`src/rtl/core/id_occurrence_counter_with_mode_unit_assert.svh`:
```
// assertion macros for the occurrence counter core
`ifndef ID_OCCURRENCE_COUNTER_WITH_MODE_UNIT_ASSERT_SVH
`define ID_OCCURRENCE_COUNTER_WITH_MODE_UNIT_ASSERT_SVH
`ifndef NO_ASSERTIONS
`define IOC_ASSERT_SAME(lbl, ante, cons) \
    lbl: assert property (@(posedge clk) disable iff (!rst_n) (ante) |-> (cons)) \
        else $error("ioc assertion failed");
`define IOC_ASSERT_NEXT(lbl, ante, cons) \
    lbl: assert property (@(posedge clk) disable iff (!rst_n) (ante) |=> (cons)) \
        else $error("ioc assertion failed");
`else
`define IOC_ASSERT_SAME(lbl, ante, cons)
`define IOC_ASSERT_NEXT(lbl, ante, cons)
`endif
`endif

```
`src/rtl/core/ioc_pkg.sv`:
```
// shared constants and types for the occurrence counter core
`timescale 1ns / 1ps
`default_nettype none
package ioc_pkg;
    localparam int TABLE_DEPTH    = 64;
    localparam int COUNT_BITS     = 16;
    localparam int KEY_BITS       = 32;
    localparam int OUT_COUNT_BITS = 16;
    localparam int IDX_BITS       = $clog2(TABLE_DEPTH);
    localparam int USED_BITS      = $clog2(TABLE_DEPTH + 1);
    localparam int ENTRY_BITS     = KEY_BITS + COUNT_BITS;

    localparam logic [COUNT_BITS-1:0] COUNT_MAX = {COUNT_BITS{1'b1}};

    // request to the mode tracker
    typedef struct packed {
        logic                  clear;
        logic                  valid;
        logic [KEY_BITS-1:0]   id;
        logic [COUNT_BITS-1:0] cnt;
    } mode_upd_t;
endpackage
`default_nettype wire

```
`src/rtl/core/id_occurrence_counter_with_mode_unit.sv`:
```
// occurrence counter top: scan sequencer, table memory and mode tracker
//
//  channel | direction | beat fields
//  in      | in        | item_id, start_new
//  out     | out       | was_present, id_count, best_id, best_count, best_valid,
//          |           | table_full_drop
//
// a beat runs from accept through the scan, write and done states; the result is loaded into
// the output as the unit returns to idle, before the next accept
// one key comparator walks the stored entries, one per cycle from the registered ram read
// reset clears the fill count and the mode; table entries need no clearing
// a finished result waits in the output register while the next beat is taken
// in_stall is high from the accept until the result is loaded into the output
`timescale 1ns / 1ps
`default_nettype none
module id_occurrence_counter_with_mode_unit (
    input  wire logic                              clk,
    input  wire logic                              rst_n,
    input  wire logic                              in_valid,
    output logic                                   in_stall,
    input  wire logic [ioc_pkg::KEY_BITS-1:0]      item_id,
    input  wire logic                              start_new,
    output logic                                   out_valid,
    input  wire logic                              out_stall,
    output logic                                   was_present,
    output logic      [ioc_pkg::OUT_COUNT_BITS-1:0] id_count,
    output logic      [ioc_pkg::KEY_BITS-1:0]      best_id,
    output logic      [ioc_pkg::OUT_COUNT_BITS-1:0] best_count,
    output logic                                   best_valid,
    output logic                                   table_full_drop
);
    import ioc_pkg::*;
    `include "id_occurrence_counter_with_mode_unit_assert.svh"

    typedef enum logic [1:0] {
        ST_IDLE,
        ST_SCAN,
        ST_WRITE,
        ST_DONE
    } state_t;

    state_t                  state_reg, state_next;
    logic [KEY_BITS-1:0]     id_reg, id_next;
    logic [USED_BITS-1:0]    used_reg, used_next;
    logic [USED_BITS-1:0]    scan_idx_reg, scan_idx_next;
    logic                    pend_reg, pend_next;
    logic [IDX_BITS-1:0]     pend_idx_reg, pend_idx_next;
    logic                    hit_reg, hit_next;
    logic [IDX_BITS-1:0]     hit_idx_reg, hit_idx_next;
    logic [COUNT_BITS-1:0]   cnt_reg, cnt_next;
    logic                    drop_reg, drop_next;

    logic                      out_valid_reg, out_valid_next;
    logic                      was_present_reg, was_present_next;
    logic [OUT_COUNT_BITS-1:0] id_count_reg, id_count_next;
    logic [KEY_BITS-1:0]       best_id_reg, best_id_next;
    logic [OUT_COUNT_BITS-1:0] best_count_reg, best_count_next;
    logic                      best_valid_reg, best_valid_next;
    logic                      drop_out_reg, drop_out_next;

    logic                    ram_we, ram_re;
    logic [IDX_BITS-1:0]     ram_waddr, ram_raddr;
    logic [ENTRY_BITS-1:0]   ram_wdata, ram_rdata;
    logic [KEY_BITS-1:0]     rd_key;
    logic [COUNT_BITS-1:0]   rd_count;
    logic                    key_hit;
    logic                    in_take;
    logic                    out_free;
    mode_upd_t               mode_upd;
    logic [KEY_BITS-1:0]     mode_id;
    logic [COUNT_BITS-1:0]   mode_count;

    assign in_take  = in_valid && !in_stall;
    assign out_free = !out_valid_reg || !out_stall;
    assign rd_key   = ram_rdata[ENTRY_BITS-1:COUNT_BITS];
    assign rd_count = ram_rdata[COUNT_BITS-1:0];
    // shared key comparator, looks at the entry read in the previous cycle
    assign key_hit  = pend_reg && (rd_key == id_reg);

    ioc_table_ram #(
        .DEPTH (TABLE_DEPTH),
        .WIDTH (ENTRY_BITS)
    ) u_table (
        .clk   (clk),
        .we    (ram_we),
        .waddr (ram_waddr),
        .wdata (ram_wdata),
        .re    (ram_re),
        .raddr (ram_raddr),
        .rdata (ram_rdata)
    );

    ioc_mode_track u_mode (
        .clk        (clk),
        .rst_n      (rst_n),
        .upd        (mode_upd),
        .mode_id    (mode_id),
        .mode_count (mode_count)
    );

    always_comb
    begin
        state_next       = state_reg;
        id_next          = id_reg;
        used_next        = used_reg;
        scan_idx_next    = scan_idx_reg;
        pend_next        = pend_reg;
        pend_idx_next    = pend_idx_reg;
        hit_next         = hit_reg;
        hit_idx_next     = hit_idx_reg;
        cnt_next         = cnt_reg;
        drop_next        = drop_reg;
        out_valid_next   = out_valid_reg;
        was_present_next = was_present_reg;
        id_count_next    = id_count_reg;
        best_id_next     = best_id_reg;
        best_count_next  = best_count_reg;
        best_valid_next  = best_valid_reg;
        drop_out_next    = drop_out_reg;
        ram_we           = 1'b0;
        ram_re           = 1'b0;
        ram_raddr        = scan_idx_reg[IDX_BITS-1:0];
        ram_waddr        = hit_reg ? hit_idx_reg : used_reg[IDX_BITS-1:0];
        ram_wdata        = {id_reg, cnt_reg};
        mode_upd.clear   = 1'b0;
        mode_upd.valid   = 1'b0;
        mode_upd.id      = id_reg;
        mode_upd.cnt     = cnt_reg;

        if (out_valid_reg && !out_stall)
        begin
            out_valid_next = 1'b0;
        end

        unique case (state_reg)
            ST_IDLE:
            begin
                if (in_take)
                begin
                    id_next        = item_id;
                    scan_idx_next  = '0;
                    pend_next      = 1'b0;
                    mode_upd.clear = start_new;
                    if (start_new)
                    begin
                        used_next = '0;
                    end
                    state_next = ST_SCAN;
                end
            end
            ST_SCAN:
            begin
                if (key_hit)
                begin
                    hit_next     = 1'b1;
                    hit_idx_next = pend_idx_reg;
                    drop_next    = 1'b0;
                    cnt_next     = (rd_count == COUNT_MAX) ? rd_count
                                                           : rd_count + 1'b1;
                    pend_next    = 1'b0;
                    state_next   = ST_WRITE;
                end
                else if (scan_idx_reg < used_reg)
                begin
                    ram_re        = 1'b1;
                    pend_next     = 1'b1;
                    pend_idx_next = scan_idx_reg[IDX_BITS-1:0];
                    scan_idx_next = scan_idx_reg + 1'b1;
                end
                else if (pend_reg)
                begin
                    // last entry read did not match
                    pend_next = 1'b0;
                end
                else
                begin
                    hit_next   = 1'b0;
                    drop_next  = (used_reg == USED_BITS'(TABLE_DEPTH));
                    cnt_next   = (used_reg == USED_BITS'(TABLE_DEPTH))
                                 ? '0 : COUNT_BITS'(1);
                    state_next = ST_WRITE;
                end
            end
            ST_WRITE:
            begin
                if (!drop_reg)
                begin
                    ram_we         = 1'b1;
                    mode_upd.valid = 1'b1;
                    if (!hit_reg)
                    begin
                        used_next = used_reg + 1'b1;
                    end
                end
                state_next = ST_DONE;
            end
            ST_DONE:
            begin
                if (out_free)
                begin
                    out_valid_next   = 1'b1;
                    was_present_next = hit_reg;
                    id_count_next    = OUT_COUNT_BITS'(cnt_reg);
                    best_valid_next  = (used_reg != '0);
                    best_id_next     = (used_reg != '0) ? mode_id : '0;
                    best_count_next  = (used_reg != '0)
                                       ? OUT_COUNT_BITS'(mode_count) : '0;
                    drop_out_next    = drop_reg;
                    state_next       = ST_IDLE;
                end
            end
            default:
            begin
                state_next = ST_IDLE;
            end
        endcase
    end

    always_ff @(posedge clk or negedge rst_n)
    begin
        if (!rst_n)
        begin
            state_reg     <= ST_IDLE;
            used_reg      <= '0;
            pend_reg      <= 1'b0;
            out_valid_reg <= 1'b0;
        end
        else
        begin
            state_reg     <= state_next;
            used_reg      <= used_next;
            pend_reg      <= pend_next;
            out_valid_reg <= out_valid_next;
        end
    end

    always_ff @(posedge clk)
    begin
        id_reg          <= id_next;
        scan_idx_reg    <= scan_idx_next;
        pend_idx_reg    <= pend_idx_next;
        hit_reg         <= hit_next;
        hit_idx_reg     <= hit_idx_next;
        cnt_reg         <= cnt_next;
        drop_reg        <= drop_next;
        was_present_reg <= was_present_next;
        id_count_reg    <= id_count_next;
        best_id_reg     <= best_id_next;
        best_count_reg  <= best_count_next;
        best_valid_reg  <= best_valid_next;
        drop_out_reg    <= drop_out_next;
    end

    assign in_stall        = (state_reg != ST_IDLE);
    assign out_valid       = out_valid_reg;
    assign was_present     = was_present_reg;
    assign id_count        = id_count_reg;
    assign best_id         = best_id_reg;
    assign best_count      = best_count_reg;
    assign best_valid      = best_valid_reg;
    assign table_full_drop = drop_out_reg;

    `IOC_ASSERT_SAME(a_used_in_range, 1'b1, used_reg <= USED_BITS'(TABLE_DEPTH))
    `IOC_ASSERT_NEXT(a_accept_starts_scan, in_take, state_reg == ST_SCAN)
    `IOC_ASSERT_SAME(a_write_only_in_write, ram_we, state_reg == ST_WRITE && !drop_reg)
    `IOC_ASSERT_SAME(a_drop_not_present, out_valid_reg && drop_out_reg, !was_present_reg)
    `IOC_ASSERT_SAME(a_drop_zero_count, out_valid_reg && drop_out_reg, id_count_reg == '0)
endmodule
`default_nettype wire

```
`src/rtl/core/ioc_table_ram.sv`:
```
// single port write, single port read table memory with registered read
`timescale 1ns / 1ps
`default_nettype none
module ioc_table_ram #(
    parameter int DEPTH = 64,
    parameter int WIDTH = 48
) (
    input  wire logic                     clk,
    input  wire logic                     we,
    input  wire logic [$clog2(DEPTH)-1:0] waddr,
    input  wire logic [WIDTH-1:0]         wdata,
    input  wire logic                     re,
    input  wire logic [$clog2(DEPTH)-1:0] raddr,
    output logic      [WIDTH-1:0]         rdata
);
    logic [WIDTH-1:0] mem [DEPTH];

    always_ff @(posedge clk)
    begin
        if (we)
        begin
            mem[waddr] <= wdata;
        end
        if (re)
        begin
            rdata <= mem[raddr];
        end
    end
endmodule
`default_nettype wire

```
`src/rtl/core/ioc_mode_track.sv`:
```
// running mode register: greatest count, smallest id on ties
`timescale 1ns / 1ps
`default_nettype none
module ioc_mode_track (
    input  wire logic                          clk,
    input  wire logic                          rst_n,
    input  wire ioc_pkg::mode_upd_t            upd,
    output logic      [ioc_pkg::KEY_BITS-1:0]  mode_id,
    output logic      [ioc_pkg::COUNT_BITS-1:0] mode_count
);
    import ioc_pkg::*;

    logic [KEY_BITS-1:0]   mode_id_reg;
    logic [COUNT_BITS-1:0] mode_count_reg;
    logic                  better;

    assign better = (upd.cnt > mode_count_reg) ||
                    ((upd.cnt == mode_count_reg) && (upd.id < mode_id_reg));

    always_ff @(posedge clk or negedge rst_n)
    begin
        if (!rst_n)
        begin
            mode_id_reg    <= '0;
            mode_count_reg <= '0;
        end
        else if (upd.clear)
        begin
            mode_id_reg    <= '0;
            mode_count_reg <= '0;
        end
        else if (upd.valid && better)
        begin
            mode_id_reg    <= upd.id;
            mode_count_reg <= upd.cnt;
        end
    end

    assign mode_id    = mode_id_reg;
    assign mode_count = mode_count_reg;
endmodule
`default_nettype wire

```
`config.mk`:
```
export PLATFORM = sky130hd
export DESIGN_NAME = id_occurrence_counter_with_mode_unit
export DESIGN_NICKNAME = d
export VERILOG_FILES = /design/src/rtl/core/ioc_pkg.sv /design/src/rtl/core/id_occurrence_counter_with_mode_unit.sv /design/src/rtl/core/ioc_table_ram.sv /design/src/rtl/core/ioc_mode_track.sv
export VERILOG_INCLUDE_DIRS = /design/src /design/src/rtl/core
export SDC_FILE = /design/constraint.sdc
export NUM_CORES = 2
export LEC_CHECK = 0
export ABC_CLOCK_PERIOD_IN_PS = 8109
export BUFFER_PORTS_ARGS = -buffer_cell sky130_fd_sc_hd__buf_2
export CAP_MARGIN = 20
export CORE_MARGIN = 5
export CORE_UTILIZATION = 50
export CTS_CLUSTER_DIAMETER = 80
export DETAILED_ROUTE_END_ITERATION = 7
export PLACE_DENSITY_LB_ADDON = 0.25
export SETUP_SLACK_MARGIN = 0.5
export SLEW_MARGIN = 15
export SYNTH_ARGS = -nofsm -noshare
export SYNTH_HDL_FRONTEND = slang
export SYNTH_SLANG_ARGS = --single-unit
```
`constraint.sdc`:
```
create_clock -name clk -period 8.11 [get_ports clk]
set_input_delay 0.811 -clock clk [delete_from_list [all_inputs] [get_ports clk]]
set_output_delay 0.811 -clock clk [all_outputs]
set_load 0.02 [all_outputs]
```
==> impl_metrics.tcl <==
set metrics [dict create \
    cellLeakagePower_nw 44.7 \
    grt_first_pass_wirelength_um 466000 \
    cts_buffers 335 \
    vias_per_cell 6.49 \
    cap_violations 0 \
    rsz0062_at_grt "false" \
    place_hpwl_um 174000 \
    grt_max_degree 143 \
    synthMuxAreaShare_pct 17.9 \
    largest_register_ffs 3072 \
    r2r_cells 5 \
    cts_tree "built" \
    tightest_slew_ps 1220 \
    async_flop_share_pct 1.78 \
    min_to "id_reg[25]$_DFFE_PP_" \
    reg2reg_slack_ps 3740 \
    maxSlewViolCount 0 \
    start_util_pct 50.1 \
    dpl-instance-area_um2 133000 \
    multiInputGateArea_um2 27000 \
    vias 60300 \
    yosys.area_share.simple_pct 1.14 \
    clock-sinks 3315 \
    firstDrtPassIters 6 \
    outcome "completed" \
    antenna_found_initial 17 \
    gp_congestion 0.814 \
    ioPinCount 106 \
    tns_ps 0 \
    crit_arrival_ps 5010 \
    grt_pass1_vias 60400 \
    syn-cell-area_um2 127000 \
    hold_depth 1 \
    clk_path_buf_depth 4 \
    htree_levels 5 \
    critical_path.startpoint_type "flop" \
    synth_compound_area_share_pct 0.897 \
    fmax_mhz 229 \
    fillerInstances 18300 \
    drive_gt1_share_pct 31.0 \
    fin_area_um2 144000 \
    synth_fp_nets 5360 \
    cts_root_buffer "clkbuf_16" \
    fp.dieW_um 514 \
    synth-seq-cells 3315 \
    final_hold_viol_count 0 \
    hp-class "in -> reg" \
    num_rows 185 \
    power_density_nw_per_um2 340 \
    ir_worst_vdd_uv 346 \
    critical_path_peak_fanout 105 \
    area_growth_syn_to_layout_pct 13.1 \
    clock_skew_ps 95.0 \
    holdCritStartpoint "item_id[25]" \
    r2r_start "scan_idx_reg[0]$_SDFFCE_PN0P_" \
    syn_inst 5262 \
    setup_viol_count_final 0 \
    largest_register "u_table.mem" \
    finalNetCount 5763 \
    final_antenna_net_count 0 \
    io_buffers 105 \
    totalWireLength_um 335000 \
    clk_pin_slew_ps 60 \
    crit_required_ps 8750 \
    yosysWarnings 0 \
    synth-xor-area-share_pct 0.324 \
    final_common_cell "edfxtp_1" \
    die-area_um2 264000 \
    grt.overflow.total 0 \
    synth_top_family_by_area "multiplexers" \
    timing.rr.end "u_table.rdata[47]$_DFFE_PP_" \
    drc 0 \
    crit_path_end_kind "flop" \
    slew_headroom_pct 18.9 \
    synth.yosys.seq_area_share_pct 78.1 \
    core_area_um2 254000 \
    ys_types 51 \
    fin_crit_sh_pct 53.9 \
    synth_fa_ha_area_share_pct 0.600 \
    path_class "reg -> reg" \
    final-seq-area_um2 99300 \
    syn_area_per_cell_um2 24.2 \
    layout_common_cells "edfxtp_1, mux4_2, clkbuf_16" \
    min_period_ps 4370 \
    grt_usage_pct 25.3 \
    wl_per_cell_um 36.1 \
    die_h_um 514 \
    clk-insertion-delay-late_ps 970 \
    reg_top3 "u_table.mem (3072), u_table.rdata (48)" \
    p_total_mw 48.9 \
    first_iter_violations 9171 \
    synth_edf_count 3256 \
    synth_top_flop_cell "edfxtp_1" \
]
[cells by family (layout without fill, tap and decap cells)]
kind of cell / Yosys count / count (layout)
flops: 3315 / 3315
mux: 1012 / 1012
buf+inv: 330 / 977
simple gates: 317 / 317
compound gates: 180 / 180
fa+ha+maj: 61 / 61
xor+xnor: 47 / 47
other cells: 0 / 5
[metal layers]
layer	global-route usage, %	vias to the layer above	wire (µm)
met5	0	-	26
met4	6.67	4	9400
met3	5.75	536	35400
met2	40.8	3566	164000
met1	35.4	32700	126000
li1	-	23400	-
[power by group]
group	switching [mW]	internal, mW
Clock	6.26	8.64
Combinational	7.31	6.02
Sequential	0.322	20.3
[worst max path at each step]
| stage | startpoint | slack (ps) | cells past startpoint | endpoint |
|---|---|---|---|---|
| after global placement | scan_idx_reg[0]$_SDFFCE_PN0P_ | 3770 | 5 | u_table.rdata[19]$_DFFE_PP_ |
| after floorplan | out_stall | 1850 | 1 | best_count[0]$_SDFFCE_PN0P_ |
| after detailed placement | scan_idx_reg[0]$_SDFFCE_PN0P_ | 3770 | 5 | u_table.rdata[19]$_DFFE_PP_ |
| after global routing | scan_idx_reg[0]$_SDFFCE_PN0P_ | 3510 | 5 | u_table.rdata[19]$_DFFE_PP_ |
| after CTS | scan_idx_reg[0]$_SDFFCE_PN0P_ | 3780 | 5 | u_table.rdata[30]$_DFFE_PP_ |
| final | scan_idx_reg[0]$_SDFFCE_PN0P_ | 3740 | 5 | u_table.rdata[47]$_DFFE_PP_ |
[cell type report]
type	instances	share of cell area, %
clock inverter	167	1.08
antenna	5	0.00870
inverter	66	0.172
timing repair buffer	330	1.84
tap	3366	2.93
clock buffer	414	6.16
multi-input combinational	1617	18.8
sequential	3315	69.0
[synth_stat cells (all sizes together), types with 7 or more instances]
cell type	instances	area share, %
nand4	18	0.089
nor2	144	0.43
edfxtp	3256	77
inv	65	0.19
nand3	67	0.26
clkbuf	164	0.48
dfrtp	59	1.2
buf	100	0.40
a21boi	49	0.29
o21ai	67	0.26
xor2	38	0.26
nor2b	7	0.034
mux4	1008	18
xnor2	9	0.062
ha	61	0.60
nor4	8	0.039
and3	11	0.054
a21oi	26	0.10
nand2	38	0.11
[repair_timing]
item	in CTS	in global routing
hold buffers	23	0
resized for setup	0	0
buffers inserted	0	0
endpoints found under the hold margin	34	0
[worst max-delay path, stage by stage (launching register included)]
cell	delay, ps
edfxtp_1	950
buf_4	430
buf_12	650
mux4_2	620
mux4_2	600
mux4_2	610
[per-stage QoR]
stage | hold slack, ps | worst slack [ps] | cells | util (%)
after floorplan | 400 | 1850 | 5262 | -
after global placement | 404 | 3770 | 8660 | 52.4
after detailed placement | 407 | 3770 | 8671 | 52.5
after CTS | 11.0 | 3780 | 9275 | 56.7
after global routing | 33.9 | 3510 | 9276 | 56.7
final | 67.4 | 3740 | 9280 | 56.7
Note: power is estimated with default switching activity, not from simulation.
